`config.mk`:
```
export PLATFORM = sky130hd
export DESIGN_NAME = lzwc_ctrl
export DESIGN_NICKNAME = d
export VERILOG_FILES = /design/src/rtl/lzwc_pkg.sv /design/src/rtl/lzwc_ctrl.sv
export SDC_FILE = /design/constraint.sdc
export NUM_CORES = 1
export LEC_CHECK = 0
export BUFFER_PORTS_ARGS = -buffer_cell sky130_fd_sc_hd__buf_2
export CAP_MARGIN = 20
export CELL_PAD_IN_SITES_DETAIL_PLACEMENT = 1
export CELL_PAD_IN_SITES_GLOBAL_PLACEMENT = 2
export CORE_AREA = 3 3 40 42
export DETAILED_ROUTE_END_ITERATION = 6
export DIE_AREA = 0 0 43 45
export PLACE_DENSITY = 0.7
export SKIP_LAST_GASP = 1
export SYNTH_ARGS = -nofsm -noshare
export SYNTH_HDL_FRONTEND = slang
export SYNTH_SLANG_ARGS = --single-unit
```
`constraint.sdc`:
```
create_clock -name clk -period 1.8 [get_ports clk]
set_input_delay 0.36 -clock clk [delete_from_list [all_inputs] [get_ports clk]]
set_output_delay 0.36 -clock clk [all_outputs]
set_load 0.005 [all_outputs]
```
`src/rtl/lzwc_pkg.sv`:
```
// ----------------------------------------------------------------------------
// LZW compressor package
// Shared constants and the command and status bundles that join the
// controller to the datapath.
// ----------------------------------------------------------------------------
package lzwc_pkg;

  // Default widest code the dictionary supports.
  localparam int DEF_MAX_CODE_BITS = 12;

  // Fixed field widths.
  localparam int CODE_W = 12;
  localparam int BYTE_W = 8;
  localparam int CFG_W  = 4;

  // Code space limits.
  localparam int FIRST_FREE   = 256;
  localparam int DEFAULT_BITS = 10;
  localparam int MIN_BITS     = 9;

  localparam logic [CFG_W-1:0] CFG_RESET = CFG_W'(DEFAULT_BITS);

  // Commands from the controller to the datapath.
  typedef struct packed {
    logic take;        // Accept an input beat and start the lookup.
    logic probe_next;  // Step to the next hash slot.
    logic apply_hit;   // Extend the prefix with the matched code.
    logic apply_miss;  // Emit the prefix, insert the new string.
    logic flush;       // Emit the final prefix and restart the dictionary.
  } lzwc_cmd_t;

  // Status from the datapath to the controller.
  typedef struct packed {
    logic ready;       // Hash table clearing after reset has finished.
    logic have_prefix;
    logic in_eom;      // End-of-message flag on the input port.
    logic eom;         // Latched end-of-message flag of the current byte.
    logic slot_hit;
    logic slot_free;
    logic room;        // Output queue can take two more codes.
  } lzwc_status_t;

endpackage

```
`src/rtl/lzwc_ctrl.sv`:
```
// ----------------------------------------------------------------------------
// LZW compressor controller
// Sequences accept, hash probes, the hit or miss update and the final flush.
// ----------------------------------------------------------------------------
module lzwc_ctrl (
  input  logic                   clk,
  input  logic                   rst,
  input  logic                   in_valid,
  output logic                   in_stall,
  input  lzwc_pkg::lzwc_status_t status,
  output lzwc_pkg::lzwc_cmd_t    cmd
);
  import lzwc_pkg::*;

  localparam logic [2:0] S_IDLE    = 3'd0;
  localparam logic [2:0] S_RD_SLOT = 3'd1;
  localparam logic [2:0] S_RD_DICT = 3'd2;
  localparam logic [2:0] S_CHECK   = 3'd3;
  localparam logic [2:0] S_FLUSH   = 3'd4;

  logic [2:0] state;
  logic [2:0] state_next;
  logic       accept;

  assign in_stall = !((state == S_IDLE) && status.room && status.ready);
  assign accept   = in_valid && !in_stall;

  // Next state and commands.
  always_comb begin
    cmd        = '0;
    state_next = state;
    unique case (state)
      S_IDLE: begin
        if (accept) begin
          cmd.take = 1'b1;
          if (status.have_prefix) begin
            state_next = S_RD_SLOT;
          end else if (status.in_eom) begin
            state_next = S_FLUSH;
          end
        end
      end
      S_RD_SLOT: begin
        state_next = S_RD_DICT;
      end
      S_RD_DICT: begin
        state_next = S_CHECK;
      end
      S_CHECK: begin
        priority if (status.slot_hit) begin
          cmd.apply_hit = 1'b1;
          state_next    = status.eom ? S_FLUSH : S_IDLE;
        end else if (status.slot_free) begin
          cmd.apply_miss = 1'b1;
          state_next     = status.eom ? S_FLUSH : S_IDLE;
        end else begin
          cmd.probe_next = 1'b1;
          state_next     = S_RD_SLOT;
        end
      end
      S_FLUSH: begin
        cmd.flush  = 1'b1;
        state_next = S_IDLE;
      end
      default: begin
        state_next = S_IDLE;
      end
    endcase
  end

  always_ff @(posedge clk) begin
    if (rst) begin
      state <= S_IDLE;
    end else begin
      state <= state_next;
    end
  end

endmodule

```
==> flow_summary.html <==
<table>
<tr><th>Metric</th><th>Value</th></tr>
<tr><th colspan="2">Timing</th></tr>
<tr><td>Final-report setup violation count</td><td>0</td></tr>
<tr><td>Final hold violations</td><td>0</td></tr>
<tr><td>Total negative slack</td><td>0 ns</td></tr>
<tr><td>Slew Limit Fails</td><td>0</td></tr>
<tr><td>Worst relative slew slack</td><td>0.807</td></tr>
<tr><td>Worst Skew</td><td>0.00306 ns</td></tr>
<tr><td>Crit path setup slack, layout</td><td>~0.21 ns</td></tr>
<tr><td>Top achievable clock speed</td><td>0.630 GHz</td></tr>
<tr><td>Final min period</td><td>roughly 1.6 ns</td></tr>
<tr><td>Unrepaired setup endpoints after global routing</td><td>false</td></tr>
<tr><td>Part of the cycle the worst path needs</td><td>0.881</td></tr>
<tr><td>Transition time at the pin with the least slew margin</td><td>0.289 ns</td></tr>
<tr><th colspan="2">Layout</th></tr>
<tr><td>Commonest non-fill, non-tap cells in the layout</td><td>15 x sky130_fd_sc_hd__buf_2, 3 x sky130_fd_sc_hd__clkbuf_4, 3 x sky130_fd_sc_hd__dfxtp_1</td></tr>
<tr><td>Leading cell type in the layout, fill and taps excluded</td><td>sky130_fd_sc_hd__buf_2</td></tr>
<tr><td>Share of post-route cells with drive strength above 1</td><td>0.500</td></tr>
<tr><td>Total number of nets in the final design</td><td>51</td></tr>
<tr><td>Diode insertion count for antenna repair</td><td>0</td></tr>
<tr><td>Area grow syn2layout</td><td>50.9%</td></tr>
<tr><td>Registers with the most flip-flops</td><td>state: 3 flops</td></tr>
<tr><td>Max FFs per register</td><td>3</td></tr>
<tr><td>Top reg by flops</td><td>state</td></tr>
<tr><th colspan="2">CTS</th></tr>
<tr><td>CTS tree</td><td>yes</td></tr>
<tr><td>Source-to-sink clock delay at the later pin of the worst-skew pair</td><td>0.24 ns</td></tr>
<tr><td>Clock transition time at the flip-flop clock pins of the worst setup and hold paths</td><td>0.04 ns</td></tr>
<tr><td>Post-CTS resize count</td><td>0</td></tr>
<tr><td>Clk root buf</td><td>sky130_fd_sc_hd__clkbuf_4</td></tr>
<tr><td>Number of buffers inserted during clock tree synthesis</td><td>3</td></tr>
<tr><td>Number of buffers inserted by hold repair at cts</td><td>0</td></tr>
<tr><td>Number of buffers on the longest clock path</td><td>2</td></tr>
<tr><td>Post-CTS Repair Setup Buffers</td><td>0</td></tr>
<tr><td># H-tree levels</td><td>1</td></tr>
<tr><td>CTS Sinks</td><td>3</td></tr>
<tr><th colspan="2">Worst setup path</th></tr>
<tr><td>Required time worst endpoint</td><td>1.44 ns</td></tr>
<tr><td>Critical path's slowest cell</td><td>sky130_fd_sc_hd__dfxtp_1</td></tr>
<tr><td>Type of the worst setup path</td><td>reg -&gt; out</td></tr>
<tr><td>Arrival time at the worst endpoint</td><td>between 1 and 1.5 ns</td></tr>
<tr><td>Max Fanout on Critical Path</td><td>7</td></tr>
<tr><td>CP max stage delay</td><td>between 0.4 and 0.5 ns</td></tr>
<tr><td>Startpoint kind of the worst setup timing path</td><td>flip-flop</td></tr>
<tr><td>Type of element capturing the critical path</td><td>output pin</td></tr>
<tr><td>Cells along the critical path</td><td>nand2_1 &gt; nor4b_1 &gt; buf_2</td></tr>
<tr><th colspan="2">Power</th></tr>
<tr><td>Peak supply drop</td><td>between 0.1 and 0.15 mV</td></tr>
<tr><td>Logic gate share of total power</td><td>0.129</td></tr>
<tr><td>Leakage Power</td><td>0.131 nW</td></tr>
<tr><td>Clock group share of total power</td><td>0.539</td></tr>
<tr><td>Internal power consumption</td><td>between 150 and 200 uW</td></tr>
<tr><td>Sw Share</td><td>0.247</td></tr>
<tr><td>Design Power</td><td>between 200 and 250 uW</td></tr>
<tr><td>Register share of total power</td><td>0.331</td></tr>
<tr><td>Total net switching power</td><td>55.4 uW</td></tr>
<tr><td>Ratio of total power to cell area</td><td>approximately 730 nW/um^2</td></tr>
<tr><th colspan="2">Placement</th></tr>
<tr><td>Setup slack after placement</td><td>~0.46 ns</td></tr>
<tr><td>Total half-perimeter wirelength after legalization and detailed placement</td><td>468 um</td></tr>
<tr><td>Final weighted congestion of routability-driven global placement</td><td>0.660</td></tr>
<tr><td>Port Buf Inserts</td><td>15</td></tr>
<tr><th colspan="2">Yosys</th></tr>
<tr><td>Number of warnings issued by yosys</td><td>0</td></tr>
<tr><td>Top cell type's share of synthesized area</td><td>0.294</td></tr>
<tr><td>Synthesized instance count</td><td>23</td></tr>
<tr><td>Cell area after synthesis</td><td>a little over 200 um^2</td></tr>
<tr><td>Count of cell types in the netlist</td><td>19</td></tr>
<tr><td>Seq/Total Area, Yosys</td><td>0.294</td></tr>
<tr><td>Cell types occupying the most area after synthesis</td><td>sky130_fd_sc_hd__dfxtp_1 29%, sky130_fd_sc_hd__nor3b_1 7.4%, sky130_fd_sc_hd__a211oi_2 6.1%</td></tr>
<tr><td>Total nets after synthesis</td><td>33</td></tr>
<tr><td>Cell taking the most area after synthesis</td><td>sky130_fd_sc_hd__dfxtp_1</td></tr>
<tr><td>Average footprint of a synthesized cell</td><td>around 9 um^2</td></tr>
<tr><td>Register bit total from synthesis</td><td>3</td></tr>
<tr><th colspan="2">Routing</th></tr>
<tr><td>Final routed wire length divided by cell count</td><td>~11 um</td></tr>
<tr><td>Detailed Routing Iterations Pass 1</td><td>1</td></tr>
<tr><td>Total wirelength of the detailed-routed design</td><td>628 um</td></tr>
<tr><td>Via density per instance</td><td>4.47</td></tr>
<tr><td>Total number of vias</td><td>246</td></tr>
<tr><td>Drt initial violations</td><td>0</td></tr>
<tr><td>Post-detailed-route count of antenna-violating nets</td><td>0</td></tr>
<tr><td>DRC Markers</td><td>0</td></tr>
<tr><th colspan="2">Global routing</th></tr>
<tr><td>Via count of the first global-routing pass</td><td>258</td></tr>
<tr><td>Global-route wire length before repair</td><td>1020 um</td></tr>
<tr><td>GRT Total Usage</td><td>0.0748</td></tr>
<tr><td>Largest net degree at the start of global routing</td><td>9</td></tr>
<tr><td>Number of antenna violations at the first check in global routing</td><td>0</td></tr>
<tr><td>GR Overflow Total</td><td>0</td></tr>
<tr><th colspan="2">Die</th></tr>
<tr><td>Initial cell density of the core</td><td>0.159</td></tr>
<tr><td>Std cell rows</td><td>13</td></tr>
<tr><td>Boundary pin count</td><td>16</td></tr>
<tr><td>Core ar.</td><td>about 1300 um^2</td></tr>
<tr><td>Die Area</td><td>1940 um^2</td></tr>
<tr><td>Die span in y</td><td>~45 um</td></tr>
<tr><td>Horizontal extent of the die</td><td>43 um</td></tr>
<tr><th colspan="2">Flow run</th></tr>
<tr><td>Max-cap violations</td><td>0</td></tr>
<tr><th colspan="2">Run status</th></tr>
<tr><td>Result of the run</td><td>complete, no violations</td></tr>
<tr><th colspan="2">Min path</th></tr>
<tr><td>Path type of the worst min-delay path</td><td>in -&gt; reg</td></tr>
</table>
[final cells by class]
cell class | count | area, um^2
fillers | 168 | 977
multi-input cells | 17 | 124
repair buffers | 15 | 75.1
flip-flops and latches | 3 | 60.1
clock buffers | 4 | 26.3
well taps | 15 | 18.8
inverters | 1 | 3.75
[critical path, delay by kind of cell, from the launching register on]
family,cells,cell delay [ns]
flip-flops,1,0.45
AND/OR/NAND/NOR,2,0.38
buffers and inverters,1,0.16
[cell usage after synthesis (all sizes together)]
| cell type | n |
|---|---|
| a32oi | 1 |
| buf | 2 |
| a211oi | 1 |
| nand4b | 1 |
| nand3 | 1 |
| nor3 | 3 |
| o21ai | 1 |
| and3 | 1 |
| nor4b | 1 |
| and2 | 1 |
| dfxtp | 3 |
| o2111ai | 1 |
| nor4 | 1 |
| nor3b | 2 |
| inv | 1 |
| xnor2 | 1 |
| nand2 | 1 |
[through the flow]
step	util	area (um^2)	hold slack [ns]	cells
detailed placement	0.219	282	0.566	51
finish	0.240	308	0.325	55
CTS	0.240	308	0.317	55
floorplan	-	204	0.425	23
global placement	0.219	282	0.562	51
global route	0.240	308	0.316	55
[path summary, 6_finish.rpt]
path	start	to	slack (ns)	cells past startpoint
setup reg to reg	state[1]	state[2]	0.78	3
hold reg to reg	state[2]	state[2]	0.60	1
setup / recovery	state[0]	cmd[1]	0.21	3
hold / removal	rst	state[2]	0.33	2
[per-layer routing]
metal,track usage,vias to the layer above,share of wire
met5,0,-,0
met4,0.0904,0,0.033
met3,0.0120,2,0.051
met2,0.132,9,0.51
met1,0.0671,113,0.40
li1,-,122,-
[power by group through the flow]
stage,Sequential (mW),Clock [mW],Combinational [mW]
6_report,0.0744,0.121,0.0290
5_1_grt,0.0749,0.136,0.0330
4_1_cts,0.0744,0.126,0.0294
3_5_place_dp,0.0755,0,0.0289
3_3_place_gp,0.0752,0,0.0294
2_1_floorplan,0.0726,0,0.0161
[logic make-up (layout without fill, tap and decap cells)]
| logic type | count (synthesis) | after routing | share of synthesized area |
|---|---|---|---|
| buf+inv | 3 | 20 | 0.0981 |
| flops | 3 | 3 | 0.294 |
| compound gates | 4 | 4 | 0.172 |
| xor+xnor | 1 | 1 | 0.0430 |
| simple gates | 12 | 12 | 0.393 |
Power figures use the tool's default switching activity.
